===== src/sv/mcc_pkg.sv =====
// Shared constants, types and calibration tables for the magnet field/current converter.
package mcc_pkg;

	// fixed point layout
	localparam int FRAC_BITS   = 16;
	localparam int IQ          = 28;
	localparam int CUR_TO_Q_SH = IQ - FRAC_BITS;
	localparam int STEP_SH     = 10 + FRAC_BITS;

	// datapath widths
	localparam int XW   = 25;
	localparam int UW   = 30;
	localparam int HW   = UW / 2;
	localparam int AW   = 40;
	localparam int FQW  = 36;
	localparam int DVW  = 68;
	localparam int QW   = 30;
	localparam int CNTW = 5;
	localparam int ITW  = 10;
	localparam int SW   = STEP_SH + 1;

	// limits
	localparam logic [XW-1:0] CUR_MAX   = XW'(500 * (1 << FRAC_BITS));
	localparam int            FIELD_LIM = 64 << FRAC_BITS;

	// u = x * 4096 / 300 = floor(x * U_RECIP / 2^32), exact for x below 2^25;
	// U_RECIP is ceil(2^42 / 75), the multiplier drops 28 bits, U_RECIP_SH the rest
	localparam logic [AW-1:0] U_RECIP    = AW'(64'd58640620149);
	localparam int            U_RECIP_SH = 4;

	// register reset values
	localparam logic [ITW-1:0] MAX_ITER_RST = ITW'(1000);
	localparam logic [15:0]    TOL_RST      = 16'd1;
	localparam logic [XW-1:0]  START_RST    = XW'(1 << FRAC_BITS);

	// codes
	localparam logic [1:0] ST_OK      = 2'd0;
	localparam logic [1:0] ST_NOCONV  = 2'd1;
	localparam logic [1:0] ST_BADMAG  = 2'd2;
	localparam logic       OP_F2C     = 1'b0;
	localparam logic       OP_C2F     = 1'b1;
	localparam logic [1:0] CFG_MAXIT  = 2'd0;
	localparam logic [1:0] CFG_TOL    = 2'd1;
	localparam logic [1:0] CFG_START  = 2'd2;

	typedef enum logic [3:0] {
		S_IDLE,
		S_CHECK,
		S_USCL_GO,
		S_USCL_WAIT,
		S_MUL_GO,
		S_MUL_WAIT,
		S_DCHK,
		S_SAT,
		S_QDIV_WAIT,
		S_UPD,
		S_OUT
	} state_t;

	typedef struct packed {
		logic            start;
		logic [DVW-1:0]  dividend;
		logic [AW-1:0]   divisor;
		logic [CNTW-1:0] nbits;
	} div_req_t;

	typedef struct packed {
		logic          busy;
		logic          done;
		logic [QW-1:0] quotient;
	} div_rsp_t;

	// calibration coefficients, 28 fractional bits, u = I/300
	function automatic logic signed [AW-1:0] coef_f(input logic [2:0] m, input logic [2:0] k);
		logic signed [AW-1:0] c;
		c = '0;
		case (m)
			3'd0: begin
				case (k)
					3'd0: c = 40'sd412406;
					3'd1: c = 40'sd198825275;
					3'd2: c = -40'sd532428;
					3'd3: c = 40'sd9668867;
					3'd4: c = 40'sd216910;
					3'd5: c = -40'sd31018133;
					default: c = '0;
				endcase
			end
			3'd1: begin
				case (k)
					3'd0: c = 40'sd5984653;
					3'd1: c = 40'sd1631273413;
					3'd2: c = 40'sd9056678;
					3'd3: c = 40'sd31533692;
					3'd4: c = -40'sd13687550;
					3'd5: c = -40'sd64547418;
					default: c = '0;
				endcase
			end
			3'd2: begin
				case (k)
					3'd0: c = 40'sd234739;
					3'd1: c = 40'sd1912149074;
					3'd2: c = -40'sd975333;
					3'd3: c = -40'sd39950107;
					3'd4: c = 40'sd779077;
					3'd5: c = -40'sd237779878;
					default: c = '0;
				endcase
			end
			3'd3: begin
				case (k)
					3'd0: c = 40'sd64708;
					3'd1: c = 40'sd1947183141;
					3'd2: c = -40'sd273670;
					3'd3: c = -40'sd49847274;
					3'd4: c = 40'sd231037;
					3'd5: c = -40'sd241751982;
					default: c = '0;
				endcase
			end
			3'd4: begin
				case (k)
					3'd0: c = -40'sd10475;
					3'd1: c = 40'sd2178434256;
					3'd2: c = -40'sd43000;
					default: c = '0;
				endcase
			end
			default: c = '0;
		endcase
		return c;
	endfunction

	// derivative coefficients: k * c_k
	function automatic logic signed [AW-1:0] dcoef_f(input logic [2:0] m, input logic [2:0] k);
		logic signed [AW-1:0] c;
		logic signed [AW-1:0] r;
		c = coef_f(m, k);
		case (k)
			3'd1: r = c;
			3'd2: r = c <<< 1;
			3'd3: r = c + (c <<< 1);
			3'd4: r = c <<< 2;
			3'd5: r = c + (c <<< 2);
			default: r = '0;
		endcase
		return r;
	endfunction

endpackage


===== src/sv/mcc_mul.sv =====
// Signed-by-unsigned fixed point multiplier, product truncated toward zero.
module mcc_mul import mcc_pkg::*; (
	input  logic                 clk,
	input  logic                 arst_n,
	input  logic                 start,
	input  logic signed [AW-1:0] a,
	input  logic        [UW-1:0] b,
	output logic                 done,
	output logic signed [AW-1:0] res
);

	logic [AW-1:0]    mag_in;
	logic [AW+HW-1:0] pp_lo;
	logic [AW+HW-1:0] pp_hi;
	logic [AW-1:0]    mag_q;
	logic [HW-1:0]    bhi_q;
	logic             neg_q;
	logic [AW+UW:0]   p_q;
	logic             ph_q;
	logic             done_q;
	logic [AW-1:0]    shr;

	// magnitude of the signed operand and the two partial products
	assign mag_in = a[AW-1] ? AW'(-a) : AW'(a);
	assign pp_lo  = mag_in * b[HW-1:0];
	assign pp_hi  = mag_q * bhi_q;

	always_ff @(posedge clk or negedge arst_n) begin
		if (!arst_n) begin
			ph_q   <= 1'b0;
			done_q <= 1'b0;
		end else begin
			ph_q   <= start;
			done_q <= ph_q;
		end
	end

	// low half first, high half accumulated next cycle
	always_ff @(posedge clk) begin
		if (start) begin
			mag_q <= mag_in;
			bhi_q <= b[UW-1:HW];
			neg_q <= a[AW-1];
			p_q   <= (AW+UW+1)'(pp_lo);
		end else if (ph_q) begin
			p_q <= p_q + ((AW+UW+1)'(pp_hi) << HW);
		end
	end

	// drop the fraction, restore the sign
	assign shr  = AW'(p_q >> IQ);
	assign res  = neg_q ? -$signed(shr) : $signed(shr);
	assign done = done_q;

endmodule


===== config.mk =====
export PLATFORM = sky130hd
export DESIGN_NAME = mcc_mul
export DESIGN_NICKNAME = d
export VERILOG_FILES = /design/src/sv/mcc_pkg.sv /design/src/sv/mcc_mul.sv
export SDC_FILE = /design/constraint.sdc
export NUM_CORES = 2
export LEC_CHECK = 0
export BUFFER_PORTS_ARGS = -buffer_cell sky130_fd_sc_hd__buf_2
export CORE_UTILIZATION = 25
export CTS_CLUSTER_DIAMETER = 40
export DETAILED_ROUTE_END_ITERATION = 7
export PLACE_DENSITY_LB_ADDON = 0.05
export SYNTH_ARGS = -nofsm -noshare
export SYNTH_HDL_FRONTEND = slang
export SYNTH_SLANG_ARGS = --single-unit

===== constraint.sdc =====
create_clock -name clk -period 17 [get_ports clk]
set_input_delay 1.7 -clock clk [delete_from_list [all_inputs] [get_ports clk]]
set_output_delay 1.7 -clock clk [all_outputs]
set_load 0.02 [all_outputs]

==> results.json <==
{
  "finClkSkew_ps": 33.80,
  "drc_errors": 0,
  "rsz0062_at_grt": "no",
  "tritoncts": "built",
  "syn-num-nets": 6215,
  "dieHeight_um": 421.7,
  "cts_resized": 0,
  "clock_latency_ps": 460,
  "reg2reg_from": "mag_q[7]$_DFFE_PP_",
  "ys_seq_elements": 111,
  "ioPinCount": 114,
  "synth_cells": 4880,
  "cpMaxStageDelayCell": "or4_4",
  "max_freq_ghz": 0.09081,
  "dp.cells": 7134,
  "start_util_pct": 25.25,
  "grt_overflow": 0,
  "tns_ps": 0,
  "dpl.hpwl_mm": 119.7,
  "drt_iter0_drc": 1524,
  "hold_path_class": "reg2reg",
  "routedWlPerCell_um": 21.26,
  "synthArstFlopShare_pct": 1.802,
  "drv_cap": 0,
  "grt_pass1_wl_mm": 235.8,
  "die_w_um": 421.7,
  "clockBufferDepth": 2,
  "rr_worst_depth": 32,
  "yosysMostFrequentCell": "fa_1",
  "htree_levels": 3,
  "synth-edff-count": 96,
  "slew_headroom_pct": 15.80,
  "fin_cells": 7156,
  "track_usage_pct": 17.58,
  "finalSetupViolCount": 0,
  "clock-sinks": 111,
  "finalHoldViolCount": 0,
  "synth_commonest_cells": "fa_1, inv_1, nand2_1, and2_1, ha_1",
  "yosysTopAreaCellShare_pct": 44.68,
  "core-area_mm2": 0.1744,
  "crit_type": "in2reg",
  "outcome": "completed",
  "port_buffers": 113,
  "rr_endpoint": "p_q[67]$_SDFFE_PP0P_",
  "hold_depth": 2,
  "critPathMostFrequentCell": "fa_1",
  "synth-seq-area-share_pct": 7.250,
  "hold_buffers": 0,
  "min_period_ps": 11010,
  "required_ps": 17190,
  "first_pass_iters": 5,
  "syn_area_per_cell_um2": 9.025,
  "yosysTopAreaCell": "fa_1",
  "rows": 153,
  "cts-root-buf": "clkbuf_16",
  "numCtsBuffers": 9,
  "cp_max_fo": 16,
  "worstPathArrival_ps": 11200,
  "drive_above_1_share_pct": 5.513,
  "utilization_pct": 27.33,
  "worst_pin_slew_ps": 1257,
  "endpoint_kind": "flip-flop",
  "drv_slew": 0,
  "synth.area.top_cells": "fa_1, ha_1, inv_1",
  "dieArea_mm2": 0.1779,
  "clk_pin_slew_ps": 110,
  "ant_nets": 0,
  "rrSetupSlack_ps": 6380,
  "num_vias": 32259,
  "layout.nets": 6155,
  "cpPeakStageDelay_ps": 540,
  "holdCritStartpoint": "p_q[56]$_SDFFE_PP0P_",
  "grt_start_max_net_pins": 62,
  "totalWireLength_mm": 152.1,
  "area_growth_syn_to_layout_pct": 8.221,
  "syn-cell-area_mm2": 0.04404,
  "postCtsSetupBuffers": 0,
  "cp-start-kind": "primary input",
  "antenna_found_initial": 7,
  "ys.flop_type": "edfxtp_1",
  "viasPerCell": 4.508,
  "fin_crit_sh_pct": 64.78,
  "yosys_warnings": 0,
  "whs_endpoint": "p_q[56]$_SDFFE_PP0P_",
  "synthDistinctLibCells": 82,
  "gp_congestion": 0.8126,
  "grt_pass1_vias": 36317
}
==> layout by cell type, fill, tap and decap left out, drive strengths merged, types with 17 or more instances in the layout <==
master / count
nand2b: 20
a21o: 116
buf: 180
inv: 870
nand3: 31
xor2: 58
nor2: 89
ha: 279
a21oi: 168
and2: 510
o21ai: 110
o31ai: 31
edfxtp: 96
nand4: 24
nor3: 17
xnor2: 153
nand2: 814
fa: 983
nor2b: 23
a31oi: 18
==> cell families after synthesis <==
logic type	after synthesis	share of synthesized area (%)
mux	10	0.2330
flops	111	7.250
xor+xnor	212	4.264
buf+inv	1118	9.585
fa+ha+maj	1262	52.61
simple gates	1601	17.71
compound gates	566	8.352
==> stage by stage <==
step	area [um2]	setup WS, ps	hold slack, ps
5_1_grt	47650	5281	574.1
3_3_place_gp	47340	5421	538.2
4_1_cts	47650	5905	551.4
6_report	47660	5988	543.7
3_5_place_dp	47340	5394	531.1
2_1_floorplan	44040	6740	373.1
==> routing by layer <==
layer / routed length, um / global-route usage (%) / vias to the layer above / share of wire [%]
met5: 0 / 0 / - / 0
met4: 2636 / 3.424 / 0 / 1.7
met3: 3151 / 1.305 / 81 / 2.1
met2: 69950 / 28.60 / 386 / 46
met1: 76370 / 25.50 / 16980 / 50
li1: - / - / 14812 / -
==> worst max-delay path: cells and delay by family <==
kind | cells | cell delay, ps
simple gates | 9 | 3100
fa+ha+maj | 7 | 3380
compound gates | 10 | 2250
xor+xnor | 2 | 520
buf+inv | 3 | 240
==> flip-flops by register name (all words and copies together), names as in the netlist <==
| register | flops |
|---|---|
| p_q | 53 |
| mag_q | 40 |
| bhi_q | 15 |
| done | 1 |
| neg_q | 1 |
| ph_q | 1 |
==> layout make-up <==
type	instances	area (um2)
diodes	6	15.01
inverters	867	3254
flip-flops and latches	111	3193
clock inverters	7	86.33
clock buffers	9	225.2
repair buffers	180	1075
well taps	2325	2909
multi-input cells	3651	36910
fillers	18827	126700
==> worst max path at each step <==
stage               slack [ps]  cells past startpoint                 to  start
global placement          5420                     31  p_q[51]$_DFFE_PP_   a[0]
floorplan                 6740                     31  p_q[51]$_DFFE_PP_   a[9]
global route              5280                     34  p_q[51]$_DFFE_PP_   a[0]
detailed placement        5390                     34  p_q[51]$_DFFE_PP_   a[0]
CTS                       5900                     34  p_q[51]$_DFFE_PP_   a[0]
finish                    5990                     31  p_q[51]$_DFFE_PP_   a[3]
Power is left out: the tool's default activity adds up to more than one toggle a clock period on the data nets, which glitch-free logic cannot reach.
