**src/sv/mcc_pkg.sv**
```systemverilog
// Shared constants, types and calibration tables for the magnet field/current converter.
package mcc_pkg;

	// fixed point layout
	localparam int FRAC_BITS   = 16;
	localparam int IQ          = 28;
	localparam int CUR_TO_Q_SH = IQ - FRAC_BITS;
	localparam int STEP_SH     = 10 + FRAC_BITS;

	// datapath widths
	localparam int XW   = 25;
	localparam int UW   = 30;
	localparam int HW   = UW / 2;
	localparam int AW   = 40;
	localparam int FQW  = 36;
	localparam int DVW  = 68;
	localparam int QW   = 30;
	localparam int CNTW = 5;
	localparam int ITW  = 10;
	localparam int SW   = STEP_SH + 1;

	// limits
	localparam logic [XW-1:0] CUR_MAX   = XW'(500 * (1 << FRAC_BITS));
	localparam int            FIELD_LIM = 64 << FRAC_BITS;

	// u = x * 4096 / 300 = floor(x * U_RECIP / 2^32), exact for x below 2^25;
	// U_RECIP is ceil(2^42 / 75), the multiplier drops 28 bits, U_RECIP_SH the rest
	localparam logic [AW-1:0] U_RECIP    = AW'(64'd58640620149);
	localparam int            U_RECIP_SH = 4;

	// register reset values
	localparam logic [ITW-1:0] MAX_ITER_RST = ITW'(1000);
	localparam logic [15:0]    TOL_RST      = 16'd1;
	localparam logic [XW-1:0]  START_RST    = XW'(1 << FRAC_BITS);

	// codes
	localparam logic [1:0] ST_OK      = 2'd0;
	localparam logic [1:0] ST_NOCONV  = 2'd1;
	localparam logic [1:0] ST_BADMAG  = 2'd2;
	localparam logic       OP_F2C     = 1'b0;
	localparam logic       OP_C2F     = 1'b1;
	localparam logic [1:0] CFG_MAXIT  = 2'd0;
	localparam logic [1:0] CFG_TOL    = 2'd1;
	localparam logic [1:0] CFG_START  = 2'd2;

	typedef enum logic [3:0] {
		S_IDLE,
		S_CHECK,
		S_USCL_GO,
		S_USCL_WAIT,
		S_MUL_GO,
		S_MUL_WAIT,
		S_DCHK,
		S_SAT,
		S_QDIV_WAIT,
		S_UPD,
		S_OUT
	} state_t;

	typedef struct packed {
		logic            start;
		logic [DVW-1:0]  dividend;
		logic [AW-1:0]   divisor;
		logic [CNTW-1:0] nbits;
	} div_req_t;

	typedef struct packed {
		logic          busy;
		logic          done;
		logic [QW-1:0] quotient;
	} div_rsp_t;

	// calibration coefficients, 28 fractional bits, u = I/300
	function automatic logic signed [AW-1:0] coef_f(input logic [2:0] m, input logic [2:0] k);
		logic signed [AW-1:0] c;
		c = '0;
		case (m)
			3'd0: begin
				case (k)
					3'd0: c = 40'sd412406;
					3'd1: c = 40'sd198825275;
					3'd2: c = -40'sd532428;
					3'd3: c = 40'sd9668867;
					3'd4: c = 40'sd216910;
					3'd5: c = -40'sd31018133;
					default: c = '0;
				endcase
			end
			3'd1: begin
				case (k)
					3'd0: c = 40'sd5984653;
					3'd1: c = 40'sd1631273413;
					3'd2: c = 40'sd9056678;
					3'd3: c = 40'sd31533692;
					3'd4: c = -40'sd13687550;
					3'd5: c = -40'sd64547418;
					default: c = '0;
				endcase
			end
			3'd2: begin
				case (k)
					3'd0: c = 40'sd234739;
					3'd1: c = 40'sd1912149074;
					3'd2: c = -40'sd975333;
					3'd3: c = -40'sd39950107;
					3'd4: c = 40'sd779077;
					3'd5: c = -40'sd237779878;
					default: c = '0;
				endcase
			end
			3'd3: begin
				case (k)
					3'd0: c = 40'sd64708;
					3'd1: c = 40'sd1947183141;
					3'd2: c = -40'sd273670;
					3'd3: c = -40'sd49847274;
					3'd4: c = 40'sd231037;
					3'd5: c = -40'sd241751982;
					default: c = '0;
				endcase
			end
			3'd4: begin
				case (k)
					3'd0: c = -40'sd10475;
					3'd1: c = 40'sd2178434256;
					3'd2: c = -40'sd43000;
					default: c = '0;
				endcase
			end
			default: c = '0;
		endcase
		return c;
	endfunction

	// derivative coefficients: k * c_k
	function automatic logic signed [AW-1:0] dcoef_f(input logic [2:0] m, input logic [2:0] k);
		logic signed [AW-1:0] c;
		logic signed [AW-1:0] r;
		c = coef_f(m, k);
		case (k)
			3'd1: r = c;
			3'd2: r = c <<< 1;
			3'd3: r = c + (c <<< 1);
			3'd4: r = c <<< 2;
			3'd5: r = c + (c <<< 2);
			default: r = '0;
		endcase
		return r;
	endfunction

endpackage

```
**src/sv/mcc_div.sv**
```systemverilog
// Restoring divider, one quotient bit per cycle, used for the Newton step.
module mcc_div import mcc_pkg::*; (
	input  logic     clk,
	input  logic     arst_n,
	input  div_req_t req,
	output div_rsp_t rsp
);

	logic [DVW-1:0]  rem_q;
	logic [DVW-1:0]  dsh_q;
	logic [QW-1:0]   quo_q;
	logic [CNTW-1:0] cnt_q;
	logic            busy_q;
	logic            done_q;
	logic [DVW-1:0]  dsh_init;
	logic            ge;

	assign dsh_init = DVW'(req.divisor) << (req.nbits - 1'b1);
	assign ge       = rem_q >= dsh_q;

	// control
	always_ff @(posedge clk or negedge arst_n) begin
		if (!arst_n) begin
			busy_q <= 1'b0;
			done_q <= 1'b0;
			cnt_q  <= '0;
		end else begin
			done_q <= 1'b0;
			if (req.start) begin
				busy_q <= 1'b1;
				cnt_q  <= req.nbits;
			end else if (busy_q) begin
				cnt_q <= cnt_q - 1'b1;
				if (cnt_q == CNTW'(1)) begin
					busy_q <= 1'b0;
					done_q <= 1'b1;
				end
			end
		end
	end

	// remainder, shifted divisor and quotient
	always_ff @(posedge clk) begin
		if (req.start) begin
			rem_q <= req.dividend;
			dsh_q <= dsh_init;
			quo_q <= '0;
		end else if (busy_q) begin
			if (ge) rem_q <= rem_q - dsh_q;
			quo_q <= {quo_q[QW-2:0], ge};
			dsh_q <= dsh_q >> 1;
		end
	end

	assign rsp.busy     = busy_q;
	assign rsp.done     = done_q;
	assign rsp.quotient = quo_q;

endmodule

```
**config.mk**
```make
export PLATFORM = sky130hd
export DESIGN_NAME = mcc_div
export DESIGN_NICKNAME = d
export VERILOG_FILES = /design/src/sv/mcc_pkg.sv /design/src/sv/mcc_div.sv
export SDC_FILE = /design/constraint.sdc
export NUM_CORES = 1
export LEC_CHECK = 0
export ABC_CLOCK_PERIOD_IN_PS = 13400
export BUFFER_PORTS_ARGS = -buffer_cell sky130_fd_sc_hd__clkbuf_2
export CAP_MARGIN = 40
export CORE_ASPECT_RATIO = 0.5
export CORE_MARGIN = 2
export CORE_UTILIZATION = 25
export DETAILED_ROUTE_END_ITERATION = 8
export SYNTH_ARGS = -nofsm -noshare
export SYNTH_HDL_FRONTEND = slang
export SYNTH_SLANG_ARGS = --single-unit
```
**constraint.sdc**
```tcl
create_clock -name clk -period 13.4 [get_ports clk]
set_input_delay 2.68 -clock clk [delete_from_list [all_inputs] [get_ports clk]]
set_output_delay 2.68 -clock clk [all_outputs]
set_load 0.01 [all_outputs]
```
==> qor.csv <==
stage;metric;value;unit
worst_setup_path;Setup CP Type;input pin to flip-flop;
worst_setup_path;crit-path most repeated cell;o21ai_0;
synth;syn_area_per_cell;8.786;um^2
worst_setup_path;CP max FO;49;
timing;endpoints failing hold;0;
global_route;Congestion Overflow GR;0;
floorplan;area of the core;0.05234;mm^2
route;total wire length;38.60;mm
floorplan;Top Ports;148;
clock_network;CTS sink cnt;173;
pwr;sw power;1.471;mW
timing;f_max;0.1576;GHz
synth;Synth warnings;0;
synth;Synth cell types;73;
route;initial drt markers;824;
timing;clk_skew;0.01791;ns
clock_network;CTS root buf;clkbuf_16;
timing;Worst Max-Slew Pin Slew;0.8342;ns
global_route;Total Routing Usage GR;0.1360;
min_path;Hold/Removal Path Class;flip-flop to flip-flop;
placed_design;pre-CTS setup slack;6.627;ns
worst_setup_path;CP peak stage delay;0.83;ns
finish;Layout area overhead;15.37;%
timing;fin. max-slew vios;0;
route;Final ANT Viol Nets;0;
finish;Fillers;5590;
synth;Post-Syn Area;0.01335;mm^2
pwr;maximum vdd drop;83.36;uV
clock_network;Hold Buf Count CTS;0;
synth;syn_nets;1707;
status;outcome;finished, final reports clean;
clock_network;number of setup buffers added after CTS;0;
synth;Post-synth ARST share;0.04046;
clock_network;Clock transition at path regs;0.07;ns
global_route;vias in the first global route;10990;
pwr;Static Leakage;6.506;nW
pwr;combinational share of power;0.585;
timing;minimum clock period;6.345;ns
route;DR vias/cell;4.950;
synth;Post-Syn Instances;1519;
worst_setup_path;CP Capture Type;flip-flop;
worst_setup_path;CP top delay family;buffers and inverters;
pwr;Clock power frac;0.149;
synth;EDFF count, synth;136;
finish;area of the multi-input gates;0.007805;mm^2
placed_design;Port Buffers;147;
timing;RSZ-0062 raised after global routing;false;
floorplan;Die ar.;0.05536;mm^2
job;max cap viols;0;
synth;Seq cells post-synth;173;
route;DRC Markers;0;
worst_setup_path;CP startpoint kind;input pin;
floorplan;Die Wd;330.8;um
finish;fraction of layout cells with a size suffix above 1;0.1653;
clock_network;Clock Latency Late Sink;0.45;ns
clock_network;post-CTS sizing;0;
placed_design;GPL Wtd Cong;0.8864;
clock_network;CTS H-Tree Depth;4;
worst_setup_path;slowest CP cell;ha_1;
global_route;pin count of the biggest net entering global routing;123;
global_route;antenna violations before repair;6;
worst_setup_path;Required @ worst endpoint;13.57;ns
timing;final setup margin;7.055;ns
pwr;sequential share of power;0.266;
synth;commonest register cell after synthesis;edfxtp_1;
route;DR WL/cell;16.60;um
timing;Final Cycle Share;0.4735;
synth;sequential fraction of the synthesis area;0.3641;
pwr;Sw Ratio;0.4486;
clock_network;Num CTS Buffers;17;
timing;setup violators final;0;
finish;register area;0.004861;mm^2
pwr;Power Dens Cells;212.9;mW/mm^2
finish;nets@finish;1796;
floorplan;Rows;59;
route;Initial DRT Pass Iterations;7;
clock_network;clock tree buffer depth;2;
pwr;Int Power;1.808;mW
worst_setup_path;critical-path cell list;clkbuf_2, buf_4, inv_1, ha_1, buf_4, mux2_2, o21ai_0, o21ai_0, o21ai_0, o21ai_0, nand2_1, o21ai_0;
worst_setup_path;buffers plus inverters on the worst setup path;4;
worst_setup_path;Crit path arrival time;6.52;ns
floorplan;initial core utilization;0.2550;
clock_network;CTS tree;built;
route;via count;11509;
timing;setup_tns;0;ns
floorplan;Die Span Y;167.4;um
global_route;first-pass GRT wire length;59.93;mm
timing;relative slew slack;0.4439;
placed_design;Final HPWL DP;29.74;mm
==> stage by stage <==
stage               power (mW)  cell area [um^2]  hold slack (ns)  std cells  utilization
CTS                      3.279             15390           0.5122       2322       0.2941
detailed placement       2.778             14840           0.4893       2290       0.2836
global route             3.535             15390           0.5564       2322       0.2941
floorplan                2.327             13350           0.5293       1519            -
global placement         2.757             14750           0.4770       2285       0.2817
finish                   3.278             15400           0.5083       2325       0.2942
==> cell type report <==
type | instances | area share
repair buffers | 164 | 0.06053
well taps | 701 | 0.05696
clock inverters | 14 | 0.007719
flip-flops and latches | 173 | 0.3157
multi-input cells | 1154 | 0.5069
clock buffers | 18 | 0.02787
diodes | 3 | 0.0004875
inverters | 98 | 0.02389
==> power groups by stage <==
| stage | Clock [mW] | Sequential [mW] | Combinational [mW] |
|---|---|---|---|
| detailed placement | 0 | 0.883 | 1.90 |
| global placement | 0 | 0.888 | 1.87 |
| finish | 0.487 | 0.873 | 1.92 |
| CTS | 0.496 | 0.875 | 1.91 |
| floorplan | 0 | 0.865 | 1.46 |
| global route | 0.517 | 0.889 | 2.13 |
==> registers in the layout (all words and copies together) (netlist names) <==
signal  cells
done_q      1
cnt_q       5
quo_q      30
dsh_q      68
busy_q      1
rem_q      68
==> Yosys cell counts (30+ instances only) <==
| cell type | count | share of area |
|---|---|---|
| nand2_1 | 232 | 0.065 |
| xnor2_1 | 41 | 0.027 |
| dfxtp_1 | 30 | 0.045 |
| ha_1 | 71 | 0.067 |
| a21oi_1 | 106 | 0.040 |
| mux2i_1 | 65 | 0.049 |
| mux4_2 | 32 | 0.054 |
| nor2_1 | 105 | 0.030 |
| clkbuf_1 | 70 | 0.020 |
| inv_1 | 98 | 0.028 |
| edfxtp_1 | 136 | 0.31 |
| a21o_1 | 31 | 0.017 |
| xor2_1 | 32 | 0.021 |
| o21ai_0 | 157 | 0.059 |
==> routing by layer <==
metal / global-route usage / share of wire / routed length [um] / vias up
met5: 0 / 0.00065 / 25 / -
met4: 0.03836 / 0.021 / 807 / 4
met3: 0.02215 / 0.040 / 1534 / 53
met2: 0.2412 / 0.51 / 19630 / 276
met1: 0.1696 / 0.43 / 16610 / 5489
li1: - / - / - / 5687
==> path summary, 6_finish.rpt <==
path	start	slack, ns	end	cells past startpoint
min in group asynchronous	arst_n	2.06	done_q	1
max in group asynchronous	arst_n	11.15	busy_q	1
worst min-delay path	quo_q[29]	0.51	quo_q[29]	2
worst max register to register	dsh_q[0]	8.61	rem_q[64]	16
worst max-delay path	req[0]	7.06	dsh_q[31]	12
worst min register to register	quo_q[29]	0.51	quo_q[29]	2
==> placed cells by master, fill, tap and decap left out, types with 20 or more instances in the layout <==
cell and count:
dfxtp_1 30, a21oi_1 106, o21ai_1 20, o21ai_0 157, ha_1 71, o22ai_1 28, clkbuf_2 146, a21o_1 31
nor3_1 20, nor2_1 105, xor2_1 29, xnor2_1 38, nand2_1 232, nand3_1 25, mux4_2 32, mux2i_1 65
inv_1 98, edfxtp_1 136
==> worst min-delay path, delay by kind of cell (launching register included) <==
family           cells  cell delay (ns)
AND/OR/NAND/NOR      1             0.08
flip-flops           1             0.33
multiplexers         1             0.07
==> logic make-up (layout without fill, tap and decap cells) <==
family,after synthesis,count (layout),synth area share
multiplexers,103,103,0.1078
adder cells (fa/ha/maj),72,72,0.06806
AND/OR/NAND/NOR,459,459,0.1501
buffers and inverters,192,294,0.05615
AO/OA/AOI/OAI,447,447,0.2059
other,0,3,0
XOR/XNOR,73,73,0.04790
flip-flops,173,173,0.3641
No activity file was read; power rests on OpenSTA's default activity.
